$ cat src/sv/trgp_pkg.sv
// Shared types and constants for the 9-dot text row glyph packer.
// Used by every module of the block; depends on nothing.
package trgp_pkg;

	localparam int TEXT_COLUMNS = 80;
	localparam int CELL_ROWS    = 19;
	localparam int FONT_CHARS   = 256;
	localparam int GLYPH_TOP    = 5;
	localparam int GLYPH_ROWS   = 8;
	localparam int FONT_DEPTH   = FONT_CHARS * GLYPH_ROWS;
	localparam int FONT_AW      = $clog2(FONT_DEPTH);
	localparam int COL_W        = 7;

	localparam logic MODE_LOAD   = 1'b0;
	localparam logic MODE_RENDER = 1'b1;

	typedef struct packed {
		logic       mode;
		logic [7:0] char_code;
		logic [4:0] pixel_row;
		logic [7:0] font_data;
		logic [5:0] screen_line;
	} in_word_t;

	typedef struct packed {
		logic [7:0] pixel_byte;
		logic [6:0] byte_index;
		logic [4:0] row_out;
		logic [5:0] line_out;
		logic       last_of_row;
	} out_word_t;

	// One rendered character: one or two output words.
	typedef struct packed {
		out_word_t w0;
		out_word_t w1;
		logic      two;
	} pair_t;

endpackage

$ cat src/sv/trgp_packer.sv
// Packs 9-dot cells into bytes; holds the previous glyph and the column count.
// Depends on trgp_pkg for word types and the row length.
module trgp_packer (
	input  logic                    clk,
	input  logic                    arst_n,
	input  logic                    advance,
	input  logic [7:0]              glyph,
	input  logic [4:0]              row,
	input  logic [5:0]              line,
	output trgp_pkg::pair_t         pair
);

	logic [7:0]                  prev_q;
	logic [trgp_pkg::COL_W-1:0]  col_q;
	logic [2:0]                  j;
	logic [3:0]                  grp;
	logic [6:0]                  base;
	logic                        last;
	logic [7:0]                  first_byte;
	logic [7:0]                  second_byte;
	logic                        has_second;
	trgp_pkg::out_word_t         first_w;
	trgp_pkg::out_word_t         second_w;

	assign j    = col_q[2:0];
	assign grp  = col_q[6:3];
	assign base = 7'({grp, 3'b000}) + 7'(grp) + 7'(j);
	assign last = (col_q >= trgp_pkg::COL_W'(trgp_pkg::TEXT_COLUMNS - 1));

	always_comb begin
		first_byte  = 8'(glyph >> (4'(j) + 4'd1));
		second_byte = 8'(glyph << (4'd7 - 4'(j)));
		has_second  = last;
		if (j != 3'd0) begin
			first_byte = 8'(prev_q << (4'd8 - 4'(j))) | first_byte;
		end
		if (j == 3'd6) begin
			second_byte = 8'(glyph << 1);
			has_second  = 1'b1;
		end else if (j == 3'd7) begin
			second_byte = glyph;
			has_second  = 1'b1;
		end
	end

	always_comb begin
		first_w.pixel_byte   = first_byte;
		first_w.byte_index   = base;
		first_w.row_out      = row;
		first_w.line_out     = line;
		first_w.last_of_row  = 1'b0;
		second_w.pixel_byte  = second_byte;
		second_w.byte_index  = base + 7'd1;
		second_w.row_out     = row;
		second_w.line_out    = line;
		second_w.last_of_row = last;
		if (j == 3'd7) begin
			pair.w0  = second_w;
			pair.w1  = second_w;
			pair.two = 1'b0;
		end else begin
			pair.w0  = first_w;
			pair.w1  = second_w;
			pair.two = has_second;
		end
	end

	always_ff @(posedge clk or negedge arst_n) begin
		if (!arst_n) begin
			prev_q <= '0;
			col_q  <= '0;
		end else if (advance) begin
			prev_q <= glyph;
			col_q  <= last ? '0 : col_q + trgp_pkg::COL_W'(1);
		end
	end

endmodule

$ cat config.mk
export PLATFORM = sky130hd
export DESIGN_NAME = trgp_packer
export DESIGN_NICKNAME = d
export VERILOG_FILES = /design/src/sv/trgp_pkg.sv /design/src/sv/trgp_packer.sv
export SDC_FILE = /design/constraint.sdc
export NUM_CORES = 1
export LEC_CHECK = 0
export ABC_AREA = 1
export BUFFER_PORTS_ARGS = -buffer_cell sky130_fd_sc_hd__buf_4
export CAP_MARGIN = 0
export CORE_MARGIN = 3
export CORE_UTILIZATION = 46
export CTS_CLUSTER_DIAMETER = 200
export CTS_CLUSTER_SIZE = 40
export DETAILED_ROUTE_END_ITERATION = 7
export HOLD_SLACK_MARGIN = 0.08
export PLACE_DENSITY_LB_ADDON = 0.2
export REMOVE_ABC_BUFFERS = 1
export SLEW_MARGIN = 20
export SYNTH_ARGS = -nofsm -noshare
export SYNTH_HDL_FRONTEND = slang
export SYNTH_SLANG_ARGS = --single-unit
$ cat constraint.sdc
create_clock -name clk -period 2.14 [get_ports clk]
set_input_delay 0.428 -clock clk [delete_from_list [all_inputs] [get_ports clk]]
set_output_delay 0.428 -clock clk [all_outputs]
set_load 0.05 [all_outputs]
Yosys cells after proc, flatten, opt, wreduce, memory -nomap -nowiden

Index checks and enable logic that the tools add are counted.

Logic and storage cells: 23
Register bits after elaboration: 15

Eq/ne operators: 2
Add/sub/neg operators: 7
Bitwise gates (word level): 1
Muxes and demuxes: 6
Magnitude comparators: 1
Reduce and logical (&&, ||, !) cells: 1
Shifts and indexed selects: 3

Operators with widths:

| cell                                             | number |
|---|---|
| 2-to-1 mux 55 bit                                | 1 |
| 2-to-1 mux 8 bit                                 | 3 |
| left shift 8 x 4 -> 8 bit                        | 2 |
| adder 7 x 1 -> 7 bit (second input constant)     | 2 |
| OR 8 bit                                         | 1 |
| right shift 8 x 4 -> 8 bit                       | 1 |
| adder 7 x 3 -> 7 bit                             | 1 |
| adder 7 x 4 -> 7 bit                             | 1 |
| >= comparator 7 bit (second input constant)      | 1 |
| 2-to-1 mux 7 bit                                 | 1 |
| == test 3 bit (second input constant)            | 2 |
| adder 3 x 1 -> 4 bit (second input constant)     | 1 |
| subtractor 3 x 3 -> 4 bit (first input constant) | 1 |
| subtractor 4 x 3 -> 4 bit (first input constant) | 1 |
| nonzero test 3 bit                               | 1 |
| 2-to-1 mux 1 bit                                 | 1 |

Logic depth before layout (Yosys ltp)

Depth after elaboration: 5
Depth in mapped cells: 12
Depth with buffers taken out: 12

Least setup slack after synthesis

Ideal clock, no wire load.

Path kind: flip-flop to output port
From: register col_q[0] (netlist bit)
To: output pair[44] (netlist bit)
Buffers on the path: 0
Cell stages (with the launch flop): 10
Data required time: 1.712 ns
Setup slack: -1.302 ns
Arrival: 3.014 ns
Path through: dfrtp_1 > ha_1 > fa_1 > ha_1 > inv_1 > nor2_2 > nand3_1 > xor2_1 > nand2_1 > o21ai_0

RTL lines:

| item                     | RTL line          | text |
|---|---|---|
| start: declaration       | trgp_packer.sv:14 | `logic [trgp_pkg::COL_W-1:0] col_q;` |
| start signal: assignment | trgp_packer.sv:74 | `col_q <= last ? '0 : col_q + trgp_pkg::COL_W'(1);` |
| end: declaration         | trgp_packer.sv:10 | `output trgp_pkg::pair_t pair` |

==> summary.txt <==
Placement
  • Port bufs: between 40 and 50
  • GP Congestion: 0.900
  • Final HPWL DP: a little over 5 mm
  • Place WS: -0.463 ns

Global routing
  • GR Util met3: ~6.8%
  • Vias in the first global route: between 2000 and 3000
  • GR Util All Layers: around 28%
  • GR peak layer: met2
  • Number of antenna violations at the first check in global routing: 0
  • Pin count of the biggest net entering global routing: 19
  • First-pass GRT wire length: between 10 and 15 mm
  • GRT overflow: 0
  • GR Util met1: 35.8%
  • M2 GR Usage: around 45%

Die
  • Die width: 74.2 µm
  • Die ar.: around 5500 µm²
  • Core Area: 4410 µm²
  • Initial Utilization: approximately half
  • I/O pins: 77
  • Die Height: approximately 74 µm
  • Row cnt: 24

Timing
  • Tmin final: 2.90 ns
  • RSZ-0062 raised after global routing: yes
  • Worst Setup Slack, final: -0.759 ns
  • Clock Skews: 0.000167 ns
  • Worst Tran Pin Value: 0.284 ns
  • Fin crit share: 135%
  • Fmax: between 300 and 400 MHz
  • Hold Vio Cnt, Final: 0
  • Rel. slew slack: about four fifths
  • Pins Over Slew Limit: 0
  • Final setup vio count: 32
  • TNS Setup: -15.66 ns

Run status
  • Status: finished with violations
  • Failing checks: negative setup slack

Clock tree
  • CTS tree: done
  • Reg clk slew, reported paths: around 0.060 ns
  • Root buf cell: clkbuf_8
  • Buffer depth of the longest clock path: 2
  • # H-tree levels: 1
  • TritonCTS Sinks: 15
  • Total CTS buffers: 3
  • Clock insertion delay at the later pin of the skew report: 0.25 ns

Yosys
  • Synth Cell Area: between 2000 and 2500 µm²
  • Yosys warns: 0
  • Cell count after synthesis: 361
  • Avg Synthesized Cell Area: slightly below 6 µm²
  • Library cells used by synthesis: 32
  • Synth Register Bits: 15
  • Sequential area share after synthesis: between 10% and 20%

Final layout
  • ANT cells: 0
  • Area Overhead vs Synth: 66.7%
  • Multi-input gate area: 1740 µm²
  • Reg area: 377 µm²
  • Layout cells sized above 1: between 40% and 50%
  • Fillers: between 200 and 300
  • Nets: approximately 480

Drt
  • ANT nets after route: 0
  • Initial DRC count: 371
  • WL/cell: around 18 µm
  • Vias: 2940
  • Routed WL: around 8.9 mm
  • Residual DRC: 0
  • Vias/cell: between 5 and 6
  • Total iterations of the first detailed-routing run: 5

Setup path
  • CP required: 1.71 ns
  • Peak fanout along the critical path: 2
  • CP max stage delay: ~0.57 ns
  • Worst-path cell chain: ha_4 > fa_2 > ha_4 > inv_2 > nor2_4 > nand3_2 > xor2_1 > nand2_1 > o21ai_0 > buf_4
  • Arr. time, crit path: ~2.5 ns
  • Setup CP Type: register to output pin
  • Worst Setup End Kind: output pin
  • Slowest CP cell: fa_2
  • Worst path most repeated cell: ha_4
  • CP Launch Type: register

Min path
  • Hold Path Class: primary input to register

Flow run
  • Max capacitance violation total: 0
==> metal layers <==
layer,up-vias,part of all wire (%)
met5,-,0
met4,0,4.0
met3,43,8.7
met2,192,48
met1,1372,40
li1,1333,-
==> worst paths after layout <==
kind	depth (start not counted)	startpoint	to	slack, ns
min in group asynchronous	2	arst_n	prev_q[0]	0.57
max in group asynchronous	2	arst_n	col_q[0]	1.39
min	3	glyph[6]	prev_q[6]	0.42
min reg2reg	2	prev_q[5]	prev_q[5]	0.51
max	10	col_q[3]	pair[44]	-0.76
max reg2reg	14	col_q[0]	col_q[4]	0.07
==> state kept, by name (all words and copies together) (netlist names) <==
signal,flops
prev_q,8
col_q,7
==> worst max-delay path, delay by kind of cell (launching register included) <==
| kind | cells | cell delay, ns |
|---|---|---|
| compound gates | 1 | 0.12 |
| xor+xnor | 1 | 0.19 |
| fa+ha+maj | 3 | 0.91 |
| buf+inv | 2 | 0.29 |
| flops | 1 | 0.42 |
| simple gates | 3 | 0.29 |
==> stage by stage <==
stage	utilization [%]	std cells	hold WS, ns	instance area, µm²
4_1_cts	73.2	492	0.413	3230
3_3_place_gp	60.2	469	0.290	2660
3_5_place_dp	60.2	469	0.291	2660
2_1_floorplan	-	325	0.132	1900
6_report	80.8	499	0.419	3570
5_1_grt	80.8	499	0.423	3570
==> cell families (layout without fill, tap and decap cells) <==
kind of cell             Yosys count  after routing  share of synthesized area, %
XOR/XNOR                           4              4                          1.64
AND/OR/NAND/NOR                  172            172                          35.0
flip-flops                        15             15                          17.5
AO/OA/AOI/OAI                     74             74                          19.4
adder cells (fa/ha/maj)           11             11                          6.78
buffers and inverters             85            171                          19.6
==> layout make-up <==
type | instances | share of cell area (%)
Clock buffer | 3 | 1.16
Timing Repair Buffer | 118 | 32.2
Inverter | 49 | 5.44
Clock inverter | 1 | 0.140
Sequential cell | 15 | 10.6
Multi-Input combinational cell | 261 | 48.7
Tap cell | 52 | 1.82
==> cell usage after synthesis (all sizes together) <==
| master | count | area (µm²) |
|---|---|---|
| nand4 | 4 | 25.0 |
| a31oi | 1 | 6.26 |
| nand3b | 2 | 15.0 |
| xnor2 | 1 | 8.76 |
| o211ai | 8 | 60.1 |
| nor3 | 7 | 45.0 |
| o21ai | 50 | 258 |
| fa | 1 | 20.0 |
| xor2 | 3 | 26.3 |
| nor2 | 19 | 78.8 |
| clkbuf | 5 | 18.8 |
| a22oi | 1 | 12.5 |
| o22ai | 3 | 18.8 |
| inv | 49 | 184 |
| ha | 10 | 125 |
| o211a | 1 | 10.0 |
| a21oi | 10 | 50.1 |
| buf | 31 | 218 |
| or2 | 3 | 18.8 |
| nand2 | 108 | 413 |
| and2 | 2 | 12.5 |
| nand3 | 27 | 140 |
| dfrtp | 15 | 375 |
==> layout by cell type (no fill, tap or decap), drive strengths merged <==
cell,instances
a21oi,10
a22oi,1
a31oi,1
and2,2
buf,116
bufbuf,1
clkbuf,3
clkinv,1
dfrtp,15
dlygate4sd3,1
fa,1
ha,10
inv,49
nand2,108
nand3,27
nand3b,2
nand4,4
nor2,19
nor3,7
o211a,1
o211ai,8
o21ai,50
o22ai,3
or2,3
xnor2,1
xor2,3
==> what timing repair did <==
| action | CTS | global route |
|---|---|---|
| hold buffers | 1 | 0 |
| endpoints found under the setup margin | 32 | 32 |
| buffers inserted | 17 | 8 |
| pin swaps | 27 | 36 |
| resized for setup | 97 | 82 |
| hold endpoints to repair | 15 | 0 |
| cloned | 1 | 0 |
Power is left out: the tool's default activity adds up to more than one toggle a clock period on the data nets, which glitch-free logic cannot reach.
