==> src/sv/trgp_pkg.sv <==
// Shared types and constants for the 9-dot text row glyph packer.
// Used by every module of the block; depends on nothing.
package trgp_pkg;

	localparam int TEXT_COLUMNS = 80;
	localparam int CELL_ROWS    = 19;
	localparam int FONT_CHARS   = 256;
	localparam int GLYPH_TOP    = 5;
	localparam int GLYPH_ROWS   = 8;
	localparam int FONT_DEPTH   = FONT_CHARS * GLYPH_ROWS;
	localparam int FONT_AW      = $clog2(FONT_DEPTH);
	localparam int COL_W        = 7;

	localparam logic MODE_LOAD   = 1'b0;
	localparam logic MODE_RENDER = 1'b1;

	typedef struct packed {
		logic       mode;
		logic [7:0] char_code;
		logic [4:0] pixel_row;
		logic [7:0] font_data;
		logic [5:0] screen_line;
	} in_word_t;

	typedef struct packed {
		logic [7:0] pixel_byte;
		logic [6:0] byte_index;
		logic [4:0] row_out;
		logic [5:0] line_out;
		logic       last_of_row;
	} out_word_t;

	// One rendered character: one or two output words.
	typedef struct packed {
		out_word_t w0;
		out_word_t w1;
		logic      two;
	} pair_t;

endpackage

==> src/sv/trgp_out_stage.sv <==
// Two-word output buffer: takes a rendered pair, hands words out one at a time.
// Depends on trgp_pkg for word types.
module trgp_out_stage (
	input  logic                    clk,
	input  logic                    arst_n,
	input  logic                    load,
	input  trgp_pkg::pair_t         pair,
	output logic                    free,
	output logic                    valid,
	input  logic                    stall,
	output trgp_pkg::out_word_t     word
);

	logic                has0_q;
	logic                has1_q;
	trgp_pkg::out_word_t w0_q;
	trgp_pkg::out_word_t w1_q;
	logic                pop;

	assign pop   = has0_q && !stall;
	assign free  = !has0_q || (pop && !has1_q);
	assign valid = has0_q;
	assign word  = w0_q;

	always_ff @(posedge clk or negedge arst_n) begin
		if (!arst_n) begin
			has0_q <= 1'b0;
			has1_q <= 1'b0;
		end else if (load) begin
			has0_q <= 1'b1;
			has1_q <= pair.two;
		end else if (pop) begin
			has0_q <= has1_q;
			has1_q <= 1'b0;
		end
	end

	always_ff @(posedge clk) begin
		if (load) begin
			w0_q <= pair.w0;
			w1_q <= pair.w1;
		end else if (pop) begin
			w0_q <= w1_q;
		end
	end

endmodule

==> config.mk <==
export PLATFORM = sky130hd
export DESIGN_NAME = trgp_out_stage
export DESIGN_NICKNAME = d
export VERILOG_FILES = /design/src/sv/trgp_pkg.sv /design/src/sv/trgp_out_stage.sv
export SDC_FILE = /design/constraint.sdc
export NUM_CORES = 1
export LEC_CHECK = 0
export ABC_AREA = 1
export BUFFER_PORTS_ARGS = -buffer_cell sky130_fd_sc_hd__buf_2
export CAP_MARGIN = 5
export CORE_ASPECT_RATIO = 1.5
export CORE_MARGIN = 4
export CORE_UTILIZATION = 30
export CTS_CLUSTER_SIZE = 30
export DETAILED_ROUTE_END_ITERATION = 7
export PLACE_DENSITY = 0.56
export SLEW_MARGIN = 20
export SYNTH_ARGS = -nofsm -noshare
export SYNTH_HDL_FRONTEND = slang
export SYNTH_SLANG_ARGS = --single-unit
==> constraint.sdc <==
create_clock -name clk -period 1.5 [get_ports clk]
set_input_delay 0.075 -clock clk [delete_from_list [all_inputs] [get_ports clk]]
set_output_delay 0.075 -clock clk [all_outputs]
set_load 0.02 [all_outputs]
## Word-level counts from Yosys, hierarchy flattened

Cells that the tools add are included.

| operators by class | value |
|---|---|
| multiplexer cells | 6 |
| reduce and logical (&&, ||, !) cells | 7 |

Operators by type and width:

| operator | count |
|---|---|
| 2-to-1 mux 27 bit | 2 |
| 2-to-1 mux 1 bit | 4 |
| logical NOT 1 bit | 3 |
| logical AND 1 bit | 2 |
| nonzero test 2 bit | 1 |
| logical OR 1 bit | 1 |

| word-level totals | value |
|---|---|
| bits in registers | 56 |
| input port bits | 59 |
| output and inout bits | 29 |

## Longest topological paths before layout

Gate-level depths: netlist (run 1).

| logic depth | value |
|---|---|
| depth in word-level cells | 4 |
| depth in mapped cells | 4 |
| mapped depth without buffers | 4 |

## Worst setup path after synthesis (run 1)

OpenSTA, ideal clock, no wires.

| timing path | value |
|---|---|
| path type | flip-flop to flip-flop |
| start | register has0_q, in the netlist valid |
| end | register w0_q (netlist bit word[0]), enable pin |
| setup time | 384 ps |
| data arrival time | 1141 ps |
| data required time | 1116 ps |
| slack | -25 ps |
| cell stages (with the launch flop) | 3 |
| path buffers | 0 |
| period minus slack after synthesis | 1525 ps |
| path through | dfrtp_1 > nand2_1 > nand2_1 |

| between the ends | value |
|---|---|
| word-level cells in the longest chain between the ends | 2 |

RTL lines:

| element | line | source |
|---|---|---|
| start, declared | trgp_out_stage.sv:14 | `logic has0_q;` |
| start signal, assigned | trgp_out_stage.sv:33 | `has0_q <= has1_q;` |
| logical AND 1 bit | trgp_out_stage.sv:20 | `assign pop = has0_q && !stall;` |
| nonzero test 2 bit (no source line) | -- |  |
| end signal, assigned | trgp_out_stage.sv:40 | `w0_q <= pair.w0;` |
| end signal, assigned | trgp_out_stage.sv:43 | `w0_q <= w1_q;` |
| end, declared | trgp_out_stage.sv:16 | `trgp_pkg::out_word_t w0_q;` |

Every way passes these cells.
A chain may end at the register's enable or synchronous reset.

## Worst setup path after layout (run 1)

| timing path | value |
|---|---|
| start | register has1_q |
| end | output port free |

| between the ends | value |
|---|---|
| word-level cells in the longest chain between the ends | 3 |

RTL lines:

| element | line | source |
|---|---|---|
| start, declared | trgp_out_stage.sv:15 | `logic has1_q;` |
| start signal, assigned | trgp_out_stage.sv:31 | `has1_q <= pair.two;` |
| logical NOT 1 bit | trgp_out_stage.sv:21 | `assign free = !has0_q \|\| (pop && !has1_q);` |
| logical AND 1 bit | trgp_out_stage.sv:21 |  |
| logical OR 1 bit | trgp_out_stage.sv:21 |  |
| end, declared | trgp_out_stage.sv:8 | `output logic free,` |

Every way passes these cells.

==> results of run 1 <==
[worst max-delay path, cell delays in order, from the launching register on]
cell     delay [ns]
dfrtp_1        0.39
o21ai_0        0.24
buf_2          0.22
[cell families after synthesis]
group	Yosys count
DFF	56
buffers and inverters	8
and+or+nand+nor	87
AOI/OAI and AO/OA	1
[metal layers]
layer | GRT usage | wire length [um] | part of all wire | vias up
met1 | 0.1209 | 1538 | 0.36 | 617
met3 | 0.02562 | 294 | 0.068 | 7
li1 | - | - | - | 750
met2 | 0.1795 | 2374 | 0.55 | 53
met4 | 0.05375 | 105 | 0.024 | 0
met5 | 0 | 0 | 0 | -
[area by class of cell]
| class | instances | area [sq um] | share of cell area |
|---|---|---|---|
| clock buffers | 5 | 68.82 | 0.02300 |
| clock inverters | 3 | 42.54 | 0.01422 |
| inverters | 2 | 7.507 | 0.002509 |
| multi-input cells | 88 | 335.3 | 0.1121 |
| flip-flops and latches | 56 | 1672 | 0.5588 |
| well taps | 76 | 95.09 | 0.03179 |
| repair buffers | 122 | 770.7 | 0.2576 |
[worst max path at each step]
stage	from	slack [ns]	cells after the start	end
after global placement	valid	0.47	3	word[10]
after CTS	has1_q	0.24	2	free
after detailed placement	valid	0.45	3	word[10]
final	has1_q	0.27	2	free
after floorplan	valid	0.22	2	word[0]
after global routing	has1_q	0.20	2	free
[power by group]
| group | total, W | switching, W | internal, W |
|---|---|---|---|
| Sequential | 0.00191 | 0.0000319 | 0.00188 |
| Combinational | 0.000456 | 0.000261 | 0.000196 |
| Clock | 0.000975 | 0.000480 | 0.000495 |
[flip-flops by register name, indices dropped and copies added, names as in the netlist]
signal,cells
word,27
valid,1
w1_q,27
has1_q,1
[layout by cell type (no fill, tap or decap)]
master,count
clkbuf_8,5
clkinv_4,1
buf_4,6
inv_1,2
clkinv_1,1
dfrtp_1,2
nand2_1,85
dlygate4sd3_1,29
buf_2,87
nand2_2,1
nand3_1,1
o21ai_0,1
edfxtp_1,54
bufinv_16,1
[through the flow]
stage / total power (W) / hold WS, ns / utilization / instances / worst slack (ns)
2_1_floorplan: 0.002156 / -0.2206 / - / 152 / 0.2174
3_3_place_gp: 0.002344 / -0.1357 / 0.3938 / 315 / 0.4667
3_5_place_dp: 0.002351 / -0.1345 / 0.3938 / 315 / 0.4488
4_1_cts: 0.003388 / 0.01595 / 0.4549 / 352 / 0.2378
5_1_grt: 0.003507 / 0.02394 / 0.4549 / 352 / 0.2041
6_report: 0.003339 / 0.03380 / 0.4549 / 352 / 0.2717
[repair_timing]
| action | CTS | global route |
|---|---|---|
| hold buffers | 29 | 0 |
| hold endpoints to repair | 30 | 0 |
| setup endpoints to repair | 0 | 0 |
==> flow_summary.toml, run 1 <==
[floorplan]
start_util = 0.3141
pin_count = 88
die-width_um = 75.76
coreArea_sq_um = 6576
die_area_sq_um = 8305
fp-row-count = 36
fp.dieH_um = 109.6

[setup_path]
worstPathRequired_ns = 1.42
critPathKind = "flip-flop to output pin"
worstReg2RegEnd = "word[4]"
r2r_cells = 3
worstSetupEndpointType = "output pin"
worstSetupStartpointType = "flip-flop"
regToRegSetupSlack_ns = 0.43
critPathMaxFanout = 2
critPathArrivalTime_ns = 1.15
worstReg2RegStart = "valid"

[clock_network]
path_clk_slew_ns = 0.10
cts.sinks = 56
cts_buffers = 5
root_buffer = "clkbuf_8"
cts_tree = "yes"
cts_setup_buffers = 0
cts_resized = 0
cts_max_level = 2
cts.path.max_buffers = 2
clock_latency_ns = 0.31

[grt]
grt_max_degree = 33
grt_overflow_total = 0
grt_util_all_layers = 0.1060
grt_antenna_before_repair = 0
grt_pass1_wl_mm = 6.375
first_global_vias = 1375

[place]
io_buffers = 87
postPlaceCellArea_sq_um = 2590
dpl.hpwl_mm = 3.189
place_congestion = 0.6511

[worst_hold_path]
hold_end = "word[14]"
min_path_type = "primary input to flip-flop"
whs_path_depth = 3
hold_start = "pair[42]"

[sta]
post-route-min-period_ns = 1.228
finalHoldViolCount = 0
report.final.slew_viol_count = 0
grt_setup_unrepaired = "no"
finalClockSkew_ns = 0.006790
fin_crit_sh = 0.8189
relSlewSlack = 0.7776
max_freq_mhz = 814.1
tns_ns = 0
worstMarginPinSlew_ns = 0.3336
setup_viol = 0

[layout]
layout.nets = 334
nFillCells = 628
syn_to_final_growth_pct = 44.82
post_route_cells_drive_above_1_share = 0.3659
diodes = 0
fin_area_sq_um = 2992

[synth]
yosys-top-cells-count = "86 x nand2_1, 54 x edfxtp_1, 3 x buf_6"
synth.avg_cell_area_sq_um = 13.59
synth-seq-area-share = 0.8092
synth_warnings = 0
synth_simple_gate_area_frac = 0.1587
synth_compound_area_frac = 0.002423
syn_nets = 211
synthArstFlopShare = 0.03571
ys_types = 9
muxShareOfSynthArea = 0
synth_top_area_cell = "edfxtp_1"
synthesis.area_sq_um = 2066
synth_area_leaders = "edfxtp_1 78%, nand2_1 16%, dfrtp_1 2.4%, buf_6 1.6%, buf_4 0.73%"
synth_top_family_by_area = "simple AND/OR/NAND/NOR gates"
synthFlopType = "edfxtp_1"
synthAdderAreaFrac = 0
synthXorXnorAreaFrac = 0
yosys.area.top_type_share = 0.7850
ys_seq_elements = 56
synthCells = 152
synthMostInstantiatedCell = "nand2_1"
synth-edff-count = 54

[outcome]
status = "completed"

[detailed_routing]
vias = 1427
drc = 0
antenna_left = 0
finalWirelength_mm = 4.312
wire_per_inst_um = 12.25
viasPerCell = 4.054
first_pass_iters = 5
drt_iter0_drc = 55

[power]
power_leakage_nw = 1.380
power.density_nw_per_um2 = 1116
worst_ir_drop_vdd_v = 0.0005765

[run]
max_cap_violations = 0
Note: power is estimated with default switching activity, not from simulation.
==> run 2, diff against run 1 <==
--- a/config.mk
+++ b/config.mk
@@ -5,7 +5,7 @@
 export SDC_FILE = /design/constraint.sdc
 export NUM_CORES = 1
 export LEC_CHECK = 0
-export ABC_AREA = 1
+export ABC_AREA = 0
 export BUFFER_PORTS_ARGS = -buffer_cell sky130_fd_sc_hd__buf_2
 export CAP_MARGIN = 5
 export CORE_ASPECT_RATIO = 1.5
@@ -13,7 +13,7 @@
 export CORE_UTILIZATION = 30
 export CTS_CLUSTER_SIZE = 30
 export DETAILED_ROUTE_END_ITERATION = 7
-export PLACE_DENSITY = 0.56
+export PLACE_DENSITY = 0.53
 export SLEW_MARGIN = 20
 export SYNTH_ARGS = -nofsm -noshare
 export SYNTH_HDL_FRONTEND = slang
==> constraint.sdc (replaced) <==
create_clock -name clk -period 1.2 [get_ports clk]
set_input_delay 0.06 -clock clk [delete_from_list [all_inputs] [get_ports clk]]
set_output_delay 0.06 -clock clk [all_outputs]
set_load 0.02 [all_outputs]
==> run 2 against run 1 <==
Compared with the run above:
- combinational power grew 43%
- area after synthesis grew 4.2%
- non-clock buffer count is the same
==> flow_summary.toml, run 2 <==
[clock_network]
cts.path.max_buffers = 2
path_clk_slew_ns = 0.10
cts_buffers = 5
cts_setup_buffers = 0
cts_tree = "yes"
clock_latency_ns = 0.31
cts.sinks = 56
root_buffer = "clkbuf_8"
cts_max_level = 2

[layout]
fin_area_sq_um = 3147
layout.nets = 279
layout_commonest_cell = "buf_2"
syn_to_final_growth_pct = 46.22
diodes = 0
fin_util = 0.4532
mostFrequentLayoutCells = "87 x buf_2, 54 x edfxtp_1, 29 x dlygate4sd3_1"
post_route_cells_drive_above_1_share = 0.6018
nFillCells = 621

[floorplan]
pin_count = 88
fp.dieH_um = 111.7
die_area_sq_um = 8621
start_util = 0.3099
fp-row-count = 37
coreArea_sq_um = 6944
die-width_um = 77.16

[synth]
synthMostInstantiatedCell = "edfxtp_1"
synth_warnings = 0
synthCells = 93
synthesis.area_sq_um = 2152
synthArstFlopShare = 0.03571
yosys-top-cells-count = "54 x edfxtp_1, 27 x mux2_4, 3 x buf_6"
synth-seq-area-share = 0.7767
syn_nets = 152
ys_seq_elements = 56
synth.avg_cell_area_sq_um = 23.14
synth-edff-count = 54
synthFlopType = "edfxtp_1"
synth_top_area_cell = "edfxtp_1"
yosys.area.top_type_share = 0.7535
synth_area_leaders = "edfxtp_1 75%, mux2_4 19%, dfrtp_1 2.3%, buf_6 1.6%, nand2b_2 0.41%"
ys_types = 11

[outcome]
status = "completed"

[power]
worst_ir_drop_vdd_v = 0.0007841
power.density_nw_per_um2 = 1362
power_leakage_nw = 1.362

[setup_path]
critPathMaxFanout = 14
critPathKind = "flip-flop to flip-flop"
worstSetupEndpointType = "flip-flop"
worstSetupStartpointType = "flip-flop"
worstPathRequired_ns = 1.25
critPathArrivalTime_ns = 1.21

[detailed_routing]
drc = 0
wire_per_inst_um = 14.85
finalWirelength_mm = 4.440
vias = 1253
first_pass_iters = 4
antenna_left = 0
viasPerCell = 4.191
drt_iter0_drc = 96

[sta]
post-route-min-period_ns = 1.155
grt_setup_unrepaired = "no"
fin_ws_ns = 0.04489
setup_viol = 0
finalHoldViolCount = 0
max_freq_mhz = 865.7
report.final.slew_viol_count = 0
relSlewSlack = 0.8380
finalClockSkew_ns = 0.005315
fin_crit_sh = 0.9626
tns_ns = 0
worstMarginPinSlew_ns = 0.2430

[place]
dpl.hpwl_mm = 3.129
dp_slack_ns = -0.02279
io_buffers = 87
postPlaceCellArea_sq_um = 2733
place_congestion = 0.7054

[grt]
first_global_vias = 1415
grt_max_degree = 20
grt_overflow_total = 0
grt_util_all_layers = 0.1075
grt_pass1_wl_mm = 7.031
grt_antenna_before_repair = 0

[worst_hold_path]
min_path_type = "primary input to flip-flop"

[run]
max_cap_violations = 0
[run 2: changes by cell type in the layout (fill, tap and decap cells not counted), sizes merged]
cell and change:
nor2b +1, inv -1, nand2 -85, clkinvlp +1, nand3 -1, or2 +2, mux2 +27, nand2b +2
o21ai +1, clkinv -2
[run 2: layer usage]
layer,global-route usage,up-vias,share of wire
met4,0.04276,0,0.011
met2,0.2020,45,0.58
met3,0.04126,4,0.075
li1,-,615,-
met5,0,-,0
met1,0.1027,589,0.33
[run 2: repair_timing]
item,4_1_cts,5_1_grt
hold endpoints to repair,30,0
setup endpoints to repair,28,0
resized for setup,2,0
hold buffers,29,0
[run 2: path summary, 6_finish.rpt]
check / startpoint / end / slack (ns) / cells after the start
max: valid / word[10] / 0.04 / 2
min reg2reg: has1_q / has1_q / 0.55 / 2
min: pair[32] / word[4] / 0.04 / 2
max reg2reg: valid / word[10] / 0.04 / 2
min in group asynchronous: arst_n / has1_q / 0.06 / 2
max in group asynchronous: arst_n / valid / 1.03 / 2
[run 2: layout make-up]
type | instances | area [sq um] | share of cell area
clock inverter | 3 | 46.29 | 0.01471
sequential | 56 | 1673 | 0.5316
clock buffer | 5 | 68.82 | 0.02187
multi-input combinational | 35 | 465.4 | 0.1479
tap | 78 | 97.59 | 0.03101
timing repair buffer | 122 | 795.8 | 0.2529
[run 2: critical path, stage by stage (launching register included)]
cell	delay, ns
dfrtp_2	0.42
nor2b_4	0.14
or2_4	0.33
[run 2: per-stage QoR]
stage	total power, W	cells	hold slack [ns]
after global routing	0.004474	299	0.01996
after CTS	0.004353	299	0.02607
after floorplan	0.002759	93	-0.2356
after detailed placement	0.003015	261	-0.1485
final	0.004286	299	0.04245
after global placement	0.003005	261	-0.1512
[run 2: power by group]
part           switching [W]  leakage [nW]  internal (W)
Combinational       0.000304         0.749      0.000346
Clock               0.000617        0.0548      0.000629
Sequential         0.0000448         0.559       0.00235
[run 2: logic make-up (layout without fill, tap and decap cells)]
logic type,Yosys count,count (layout),share of synthesized area
DFF,56,56,0.7767
muxes,27,27,0.1884
and+or+nand+nor,5,6,0.01454
buffers and inverters,3,130,0.01570
AOI/OAI and AO/OA,2,2,0.004647
==> run 3, diff against run 2 <==
--- a/config.mk
+++ b/config.mk
@@ -6,14 +6,14 @@
 export NUM_CORES = 1
 export LEC_CHECK = 0
 export ABC_AREA = 0
-export BUFFER_PORTS_ARGS = -buffer_cell sky130_fd_sc_hd__buf_2
 export CAP_MARGIN = 5
 export CORE_ASPECT_RATIO = 1.5
 export CORE_MARGIN = 4
 export CORE_UTILIZATION = 30
 export CTS_CLUSTER_SIZE = 30
 export DETAILED_ROUTE_END_ITERATION = 7
-export PLACE_DENSITY = 0.53
+export DONT_BUFFER_PORTS = 1
+export PLACE_DENSITY = 0.43
 export SLEW_MARGIN = 20
 export SYNTH_ARGS = -nofsm -noshare
 export SYNTH_HDL_FRONTEND = slang
==> run 3 against run 2 <==
Compared with the run above:
- the run now ends with negative hold slack left
- first-iteration DRC count fell by 39%
- sequential power rose by 6%
- global-route usage fell by 1.5 points
- critical endpoint is now word[1]
- largest power group unchanged
==> flow_summary.toml, run 3 (synthesis gave the netlist of run 2 again) <==
[outcome]
status = "complete, but fails checks"
violations = "negative hold slack"

[clock_network]
cts_tree = "yes"
postCtsHoldBufs = 60
cts_max_level = 2
cts.sinks = 56
path_clk_slew_ns = 0.10
root_buffer = "clkbuf_8"
cts_buffers = 5
cts.path.max_buffers = 2
clock_latency_ns = 0.30

[sta]
timing.hold.ws_ns = -0.1350
post-route-min-period_ns = 1.180
report.final.slew_viol_count = 0
finalClockSkew_ns = 0.007836
grt_setup_unrepaired = "yes"
setup_viol = 0
tns_ns = 0
fin_crit_sh = 0.9832
max_freq_mhz = 847.5
finalHoldViolCount = 35
relSlewSlack = 0.8414
worstMarginPinSlew_ns = 0.2384

[power]
worst_ir_drop_vdd_v = 0.0005742
power_leakage_nw = 1.119
power.density_nw_per_um2 = 1316

[place]
io_buffers = 0
placed_cells = 172
postPlaceCellArea_sq_um = 2282
place_congestion = 0.6349

[floorplan]
start_util = 0.3099
die-width_um = 77.16
die_area_sq_um = 8621
fp-row-count = 37
coreArea_sq_um = 6944
fp.dieH_um = 111.7
pin_count = 88

[layout]
layout.nets = 219
nFillCells = 637
multiInputGateArea_sq_um = 464.2
fin_util = 0.4279
fin_area_sq_um = 2972
final_cells = 239
mostFrequentLayoutCells = "59 x dlygate4sd3_1, 54 x edfxtp_1, 27 x mux2_4"
layout_commonest_cell = "dlygate4sd3_1"
seq_area_sq_um = 1673
syn_to_final_growth_pct = 38.08
diodes = 0
post_route_cells_drive_above_1_share = 0.2733

[setup_path]
critPathMaxFanout = 13
critPathArrivalTime_ns = 1.25
r2r_cells = 3
cp.depth = 3
crit_chain = "nor2b_4, or2_4, buf_12"
worstPathRequired_ns = 1.27
worstSetupStartpointType = "flip-flop"
worstReg2RegStart = "valid"
max_stage_delay_ns = 0.41
crit_family = "flip-flops"
worstSetupEndpointType = "flip-flop"
crit_slowest_cell = "dfrtp_2"
critical_path_buf_inv_count = 1
critPathKind = "flip-flop to flip-flop"
crit_start = "valid"

[detailed_routing]
finalWirelength_mm = 3.828
vias = 1048
viasPerCell = 4.385
drc = 0
first_pass_iters = 3
drt_iter0_drc = 59
antenna_left = 0
wire_per_inst_um = 16.02

[grt]
grt_pass1_wl_mm = 6.051
grt_overflow_total = 0
grt_util_all_layers = 0.09213
grt_max_degree = 59
first_global_vias = 1167
grt_antenna_before_repair = 0

[run]
max_cap_violations = 0

[worst_hold_path]
hold_start = "load"
min_path_type = "primary input to flip-flop"
whs_path_depth = 0
## run 3: cell count changes in the layout (fill, tap and decap cells not counted)
| cell | delta |
|---|---|
| o21ai_2 | +2 |
| buf_2 | -87 |
| buf_4 | -3 |
| dlygate4sd3_1 | +30 |
| or2_4 | -1 |
| clkinvlp_4 | +1 |
| bufinv_16 | -1 |
| inv_6 | -1 |
| o21ai_1 | -2 |
| buf_6 | +1 |
| clkinv_1 | +1 |
## run 3: cell type report
type / count / share of cell area
clock buffer: 5 / 0.02316
clock inverter: 3 / 0.006316
sequential: 56 / 0.5629
tap: 78 / 0.03284
timing repair buffer: 63 / 0.2185
multi-input combinational: 34 / 0.1562
## run 3: path summary, 6_finish.rpt
kind                       slack, ns       end
hold / removal                 -0.14  w1_q[25]
hold reg to reg                 0.55   word[8]
setup / recovery                0.02   word[1]
max in group asynchronous       0.53     valid
setup reg to reg                0.02   word[1]
min in group asynchronous       0.53     valid
## run 3: stage by stage
stage                     power, W  setup WS, ns
after floorplan           0.002759     -0.002975
after global placement    0.002800       0.02913
after detailed placement  0.002809       0.01976
after CTS                 0.003972     0.0006138
after global routing      0.004097     -0.009070
final                     0.003911       0.02010
## run 3: power by group
group | internal [W] | leakage, nW | switching [W]
Clock | 0.000404 | 0.0378 | 0.000586
Sequential | 0.00235 | 0.559 | 0.000176
Combinational | 0.000290 | 0.523 | 0.0000996
Total | 0.00305 | 1.12 | 0.000862
## run 3: routing by layer
layer  wire length [um]  global-route usage  vias to the layer above  share of wire
li1                   -                   -                      493              -
met1               1347             0.09148                      492           0.35
met2               2071              0.1633                       55           0.54
met3                325             0.03964                        8          0.085
met4                 83             0.04276                        0          0.022
met5                  0                   0                        -              0
## run 3: timing repair
item                       4_1_cts  5_1_grt
cloned                           0        0
pin swaps                        0        2
setup endpoints to repair        1       29
gates resized for setup          2        2
setup buffers                    0        0
hold endpoints to repair        85       56
